## src/sv/assert_macros.svh

```systemverilog
// Assertion macros used by the top-level RTL file.
// RFLS_ASSERT checks a property on the rising clock edge outside reset.
// RFLS_NEVER checks that an expression is never true outside reset.
`ifndef ASSERT_MACROS_SVH
`define ASSERT_MACROS_SVH
`ifndef ASSERT_OFF
`define RFLS_ASSERT(lbl, clk, rstn, prop) \
    lbl: assert property (@(posedge clk) disable iff (!rstn) prop) \
        else $error("assertion failed");
`define RFLS_NEVER(lbl, clk, rstn, expr) \
    lbl: assert property (@(posedge clk) disable iff (!rstn) !(expr)) \
        else $error("forbidden condition");
`else
`define RFLS_ASSERT(lbl, clk, rstn, prop)
`define RFLS_NEVER(lbl, clk, rstn, expr)
`endif
`endif

```

## src/sv/rfls_pkg.sv

```systemverilog
package rfls_pkg;

    // Item kinds carried in the input tuser.
    localparam logic [2:0] OP_SET    = 3'd0;
    localparam logic [2:0] OP_TOGGLE = 3'd1;
    localparam logic [2:0] OP_TICK   = 3'd2;
    localparam logic [2:0] OP_QUERY  = 3'd3;
    localparam logic [2:0] OP_BOOT   = 3'd4;

    // Boot modes, two bits per relay.
    localparam logic [1:0] MODE_OFF    = 2'd0;
    localparam logic [1:0] MODE_ON     = 2'd1;
    localparam logic [1:0] MODE_SAME   = 2'd2;
    localparam logic [1:0] MODE_TOGGLE = 2'd3;

    // Register indexes (byte address is four times the index).
    localparam logic [2:0] REG_RELAY_COUNT = 3'd0;
    localparam logic [2:0] REG_INVERSE     = 3'd1;
    localparam logic [2:0] REG_WINDOW_MS   = 3'd2;
    localparam logic [2:0] REG_CHANGES     = 3'd3;
    localparam logic [2:0] REG_BOOT_MODES  = 3'd4;
    localparam logic [2:0] REG_STORED      = 3'd5;

    localparam int MASK_W = 16;   // width of the per-relay output masks
    localparam int CNT_W  = 6;    // holds a relay count up to 32

    // Item traveling down the row of relay cells, gathering results.
    typedef struct packed {
        logic [2:0]        op;
        logic [3:0]        id;
        logic              want;
        logic [CNT_W-1:0]  cnt;       // relays in use
        logic              accepted;
        logic              queried;
        logic              save;
        logic [MASK_W-1:0] switched;
        logic [MASK_W-1:0] states;
        logic [MASK_W-1:0] smask;     // boot: stored mask with toggles applied
    } t_tok;

    // Result item, last field in the lowest bits.
    typedef struct packed {
        logic [MASK_W-1:0] save_mask;
        logic              save_request;
        logic [MASK_W-1:0] switched_mask;
        logic [MASK_W-1:0] relay_states;
        logic [MASK_W-1:0] pin_levels;
        logic              queried_on;
        logic              accepted;
    } t_res;

endpackage

```

## src/sv/rfls_cell.sv

```systemverilog
module rfls_cell
    import rfls_pkg::*;
#(
    parameter int IDX       = 0,
    parameter int TIME_BITS = 32
) (
    input  logic                 i_clk,
    input  logic                 i_rst_n,
    input  logic                 i_vld,
    input  t_tok                 i_tok,
    input  logic [TIME_BITS-1:0] i_now,
    input  logic [15:0]          i_fw,
    input  logic [7:0]           i_fc,
    input  logic [1:0]           i_mode,
    input  logic                 i_stored,
    output logic                 o_vld,
    output t_tok                 o_tok
);

    localparam logic [CNT_W-1:0] IDX_L   = CNT_W'(IDX);
    localparam bit               HAS_BIT = (IDX < MASK_W);
    localparam int               BIT     = IDX % MASK_W;

    logic                 r_phys, n_phys;
    logic                 r_tgt, n_tgt;
    logic [TIME_BITS-1:0] r_ws, n_ws;
    logic [7:0]           r_wc, n_wc;
    logic [TIME_BITS-1:0] r_due, n_due;
    t_tok                 n_tok;

    logic                 act, hit, want_eff, req, st;
    logic [TIME_BITS-1:0] win_end;
    logic [7:0]           wc_inc;

    always_comb begin
        n_phys   = r_phys;
        n_tgt    = r_tgt;
        n_ws     = r_ws;
        n_wc     = r_wc;
        n_due    = r_due;
        n_tok    = i_tok;
        st       = 1'b0;
        act      = i_tok.cnt > IDX_L;
        hit      = act && ({2'b00, i_tok.id} == IDX_L);
        want_eff = (i_tok.op == OP_TOGGLE) ? !r_phys : i_tok.want;
        req      = hit && ((i_tok.op == OP_SET) || (i_tok.op == OP_TOGGLE))
                   && (r_phys != want_eff);
        win_end  = r_ws + TIME_BITS'(i_fw);
        wc_inc   = (r_wc == 8'hFF) ? r_wc : r_wc + 8'd1;

        unique case (i_tok.op)
            OP_SET, OP_TOGGLE: begin
                if (req) begin
                    n_tok.accepted = 1'b1;
                    n_tgt          = want_eff;
                    n_due          = i_now;
                    if ((i_now < r_ws) || (win_end <= i_now)) begin
                        // Window has lapsed: a fresh one opens now.
                        n_ws = i_now;
                        n_wc = 8'd1;
                    end else begin
                        n_wc = wc_inc;
                        if (wc_inc >= i_fc) begin
                            n_due = win_end;
                        end
                    end
                end
            end
            OP_TICK: begin
                if (act && (r_tgt != r_phys) && (i_now >= r_due)) begin
                    n_phys = r_tgt;
                    if (HAS_BIT) begin
                        n_tok.switched[BIT] = 1'b1;
                    end
                    if ((i_mode == MODE_SAME) || (i_mode == MODE_TOGGLE)) begin
                        n_tok.save = 1'b1;
                    end
                end
            end
            OP_QUERY: begin
                if (hit) begin
                    n_tok.queried = r_phys;
                end
            end
            OP_BOOT: begin
                if (act) begin
                    case (i_mode)
                        MODE_ON:   st = 1'b1;
                        MODE_SAME: st = i_stored;
                        MODE_TOGGLE: begin
                            st         = !i_stored;
                            n_tok.save = 1'b1;
                            if (HAS_BIT) begin
                                n_tok.smask[BIT] = !i_tok.smask[BIT];
                            end
                        end
                        default:   st = 1'b0;
                    endcase
                    n_phys = !st;
                    n_tgt  = st;
                end
            end
            default: begin
            end
        endcase

        if (HAS_BIT && act) begin
            n_tok.states[BIT] = n_phys;
        end
    end

    always_ff @(posedge i_clk) begin
        if (!i_rst_n) begin
            r_phys <= 1'b0;
            r_tgt  <= 1'b0;
            r_ws   <= '0;
            r_wc   <= '0;
            r_due  <= '0;
            o_vld  <= 1'b0;
        end else begin
            o_vld <= i_vld;
            if (i_vld) begin
                r_phys <= n_phys;
                r_tgt  <= n_tgt;
                r_ws   <= n_ws;
                r_wc   <= n_wc;
                r_due  <= n_due;
            end
        end
    end

    always_ff @(posedge i_clk) begin
        if (i_vld) begin
            o_tok <= n_tok;
        end
    end

endmodule

```

## config.mk

```make
export PLATFORM = sky130hd
export DESIGN_NAME = rfls_cell
export DESIGN_NICKNAME = d
export VERILOG_FILES = /design/src/sv/assert_macros.svh /design/src/sv/rfls_pkg.sv /design/src/sv/rfls_cell.sv
export SDC_FILE = /design/constraint.sdc
export NUM_CORES = 1
export LEC_CHECK = 0
export BUFFER_PORTS_ARGS = -buffer_cell sky130_fd_sc_hd__buf_4
export CAP_MARGIN = 40
export CORE_MARGIN = 2
export CORE_UTILIZATION = 44
export DETAILED_ROUTE_END_ITERATION = 16
export PLACE_DENSITY = 0.67
export SYNTH_ARGS = -nofsm -noshare
export SYNTH_HDL_FRONTEND = slang
export SYNTH_SLANG_ARGS = --single-unit
```

## constraint.sdc

```tcl
create_clock -name i_clk -period 6.92 [get_ports i_clk]
set_input_delay 1.384 -clock i_clk [delete_from_list [all_inputs] [get_ports i_clk]]
set_output_delay 1.384 -clock i_clk [all_outputs]
set_load 0.02 [all_outputs]
```

==> reports/metrics.csv <==
stage,metric,value,unit
yosys,number of storage elements in the synthesis netlist,140,
cts,total of hold buffers inserted after clock tree synthesis,0,
cts,number of buffers inserted during clock tree synthesis,17,
die,starting density of the core,44.89,%
placed_design,gpl congestion,0.8830,
routing,Routed wire per std cell,15.99,um
grt,global-route wire length before repair,37190,um
routing,initial drt markers,399,
yosys,proportion of synthesized chip area in sequential cells,38.02,%
routing,number of nets still failing antenna checks after routing,0,
power,worst-case vdd ir drop,173.0,uV
die,Die Footprint,21810,um^2
yosys,number of warnings issued by yosys,0,
cts,H-Tree Level Count,4,
timing,max_slew headroom,46.02,%
die,number of ports placed on the die boundary,193,
cts,count of cells resized by post-cts repair,0,
timing,final period demand of the worst path,5485,ps
yosys,area share of the leading cell type in the synthesized netlist,21.49,%
worst_setup_path,class of the most critical setup path,input pin to register,
cts,Max Root-Sink Buffers,2,
placed_design,number of port buffers,192,
yosys,Mapped Cells,972,
outcome,run status,finished clean,
timing,setup repair after global routing missed its margin,no,
yosys,count of distinct cell types in the synthesized netlist,69,
die,placement row count,52,
placed_design,placed wire-length estimate,17890,um
finish,antenna cells,0,
yosys,most used flip-flop cell after synthesis,sky130_fd_sc_hd__dfxtp_1,
worst_setup_path,CP Launch Type,input pin,
timing,achievable frequency,182.3,MHz
finish,area growth from synthesis to layout,25.51,%
cts,total number of clock tree sinks,140,
yosys,Area contributors post-synth,"sky130_fd_sc_hd__edfxtp_1 21%, sky130_fd_sc_hd__dfxtp_1 17%, sky130_fd_sc_hd__ha_1 17%",
cts,# Post-CTS Setup Buffers,0,
grt,aggregate global-route resource usage,21.27,%
routing,detailed-route wire length,23090,um
yosys,Synthesized Nets,1220,
routing,detailed-route via count,7837,
power,total leakage power,5.080,nW
cts,clock tree from TritonCTS,done,
routing,number of detailed-routing iterations run before antenna repair,5,
cts,root cell of the clock tree,sky130_fd_sc_hd__clkbuf_16,
yosys,number of enable flip-flop cells after synthesis,65,
grt,maximum number of pins on one net before global-route repair,70,
finish,final layout net count,1409,
worst_setup_path,WP data arrival,5800,ps
timing,portion of the clock cycle consumed by the worst path in the final layout,79.26,%
routing,detailed-route vias per instance,5.427,
timing,setup violators final,0,
power,Power per Cell Area,187.5,nW/um^2
timing,count of pins over their slew limit,0,
cts,clock latency on the worst-skew pair,430,ps
hold_path,type of the most critical hold path,register to register,
timing,final clock skew,13.13,ps
finish,final standard cell utilization of the core,56.34,%
routing,drt drc,0,
grt,number of global-route vias before repair,7521,
timing,Post-Route Setup TNS,0,ps
yosys,cell taking the most area after synthesis,sky130_fd_sc_hd__edfxtp_1,
grt,overflow left after global routing,0,
grt,antenna violations before repair,0,
die,vertical die dimension,147.7,um
worst_setup_path,data required time at the worst endpoint,7230,ps
timing,slew at the pin with the worst max-slew slack,809.7,ps
worst_setup_path,CP Capture Type,register,
yosys,"Cell Area, Synth",9082,um^2
timing,count of final hold-check violations,0,
finish,fill cell count,1860,
worst_setup_path,CP Max Fanout,38,
die,Core Area,20230,um^2
yosys,cell with the most instances after synthesis,sky130_fd_sc_hd__ha_1,
finish,fraction of final layout cells sized beyond drive strength 1,21.89,%
yosys,ys async rst share,0,%
cts,register clock-pin slew on the reported worst setup and hold paths,70,ps
die,overall die width,147.7,um
yosys,Avg Inst Size Synth,9.344,um^2
flow_run,max cap viols,0,
yosys,cell types with the highest counts after synthesis,"120 x sky130_fd_sc_hd__ha_1, 113 x sky130_fd_sc_hd__inv_1, 85 x sky130_fd_sc_hd__nor2_1",
[per-stage QoR]
step	total power [mW]	hold slack (ps)	std cells	worst slack, ps	instance area (um^2)
3_5_place_dp	1.234	483.0	1412	1014	10800
5_1_grt	2.222	506.9	1444	1124	11400
2_1_floorplan	1.077	453.3	972	1725	9082
3_3_place_gp	1.228	471.9	1412	1102	10800
6_report	2.137	494.1	1444	1435	11400
4_1_cts	2.158	497.4	1444	1447	11400
[layout make-up]
type	count	area [um^2]	share of cell area (%)
clock inverters	15	171.4	1.504
multi-input cells	686	5071	44.48
flip-flops and latches	140	3453	30.29
inverters	115	431.7	3.787
clock buffers	17	425.4	3.732
repair buffers	201	1509	13.24
well taps	270	337.8	2.963
[final timing paths]
kind                             endpoint  slack, ps  cells after the start      from
worst max-delay path            r_due[17]       1440                     20   i_fw[0]
worst min-delay path             r_due[2]        490                      2  r_due[2]
worst max register to register  r_due[17]       2170                     19   r_ws[0]
worst min register to register   r_due[2]        490                      2  r_due[2]
[sequential cells by signal, indices dropped and copies added (netlist names)]
| register | count |
|---|---|
| r_phys | 1 |
| r_ws | 32 |
| o_tok | 65 |
| o_vld | 1 |
| r_tgt | 1 |
| r_wc | 8 |
| r_due | 32 |
[cell usage in the layout (no fill, tap or decap), types with 34 or more instances in the layout]
master / count
sky130_fd_sc_hd__a21oi_1: 47
sky130_fd_sc_hd__buf_4: 201
sky130_fd_sc_hd__dfxtp_1: 75
sky130_fd_sc_hd__edfxtp_1: 65
sky130_fd_sc_hd__ha_1: 120
sky130_fd_sc_hd__inv_1: 113
sky130_fd_sc_hd__mux2i_1: 35
sky130_fd_sc_hd__nand2_1: 56
sky130_fd_sc_hd__nand3_1: 45
sky130_fd_sc_hd__nor2_1: 85
sky130_fd_sc_hd__nor3_1: 38
sky130_fd_sc_hd__o21ai_0: 34
[cells by family after synthesis]
family | after synthesis | synth area share [%]
adder cells (fa/ha/maj) | 121 | 16.75
AO/OA/AOI/OAI | 206 | 15.98
multiplexers | 37 | 4.105
buffers and inverters | 146 | 6.254
AND/OR/NAND/NOR | 286 | 15.42
flip-flops | 140 | 38.02
XOR/XNOR | 36 | 3.472
[report_power, final]
group	internal, mW	switching, mW
clock	0.516	0.406
sequential	0.902	0.00972
combinational	0.138	0.166
total	1.56	0.581
[metal layers]
layer  part of all wire, %  wire [um]  global-route usage, %
met1                    44      10100                  27.11
met2                    48      11080                  36.12
met3                   6.4       1482                  4.907
met4                   1.9        430                  6.154
met5                     0          0                      0
[worst max-delay path: stages]
cell and delay, ps:
sky130_fd_sc_hd__buf_4 110, sky130_fd_sc_hd__ha_1 230, sky130_fd_sc_hd__fa_1 400, sky130_fd_sc_hd__a21o_1 180
sky130_fd_sc_hd__a22oi_1 370, sky130_fd_sc_hd__a211oi_4 140, sky130_fd_sc_hd__a21oi_2 280, sky130_fd_sc_hd__o31a_4 240
sky130_fd_sc_hd__nor2_1 70, sky130_fd_sc_hd__xnor2_1 140, sky130_fd_sc_hd__ha_1 290, sky130_fd_sc_hd__nand2_1 70
sky130_fd_sc_hd__nor4_2 450, sky130_fd_sc_hd__a21oi_1 130, sky130_fd_sc_hd__nor2b_1 220, sky130_fd_sc_hd__a2bb2oi_4 120
sky130_fd_sc_hd__a211oi_4 220, sky130_fd_sc_hd__buf_4 370, sky130_fd_sc_hd__nor4_1 80, sky130_fd_sc_hd__a311o_1 280
Power figures use the tool's default switching activity.
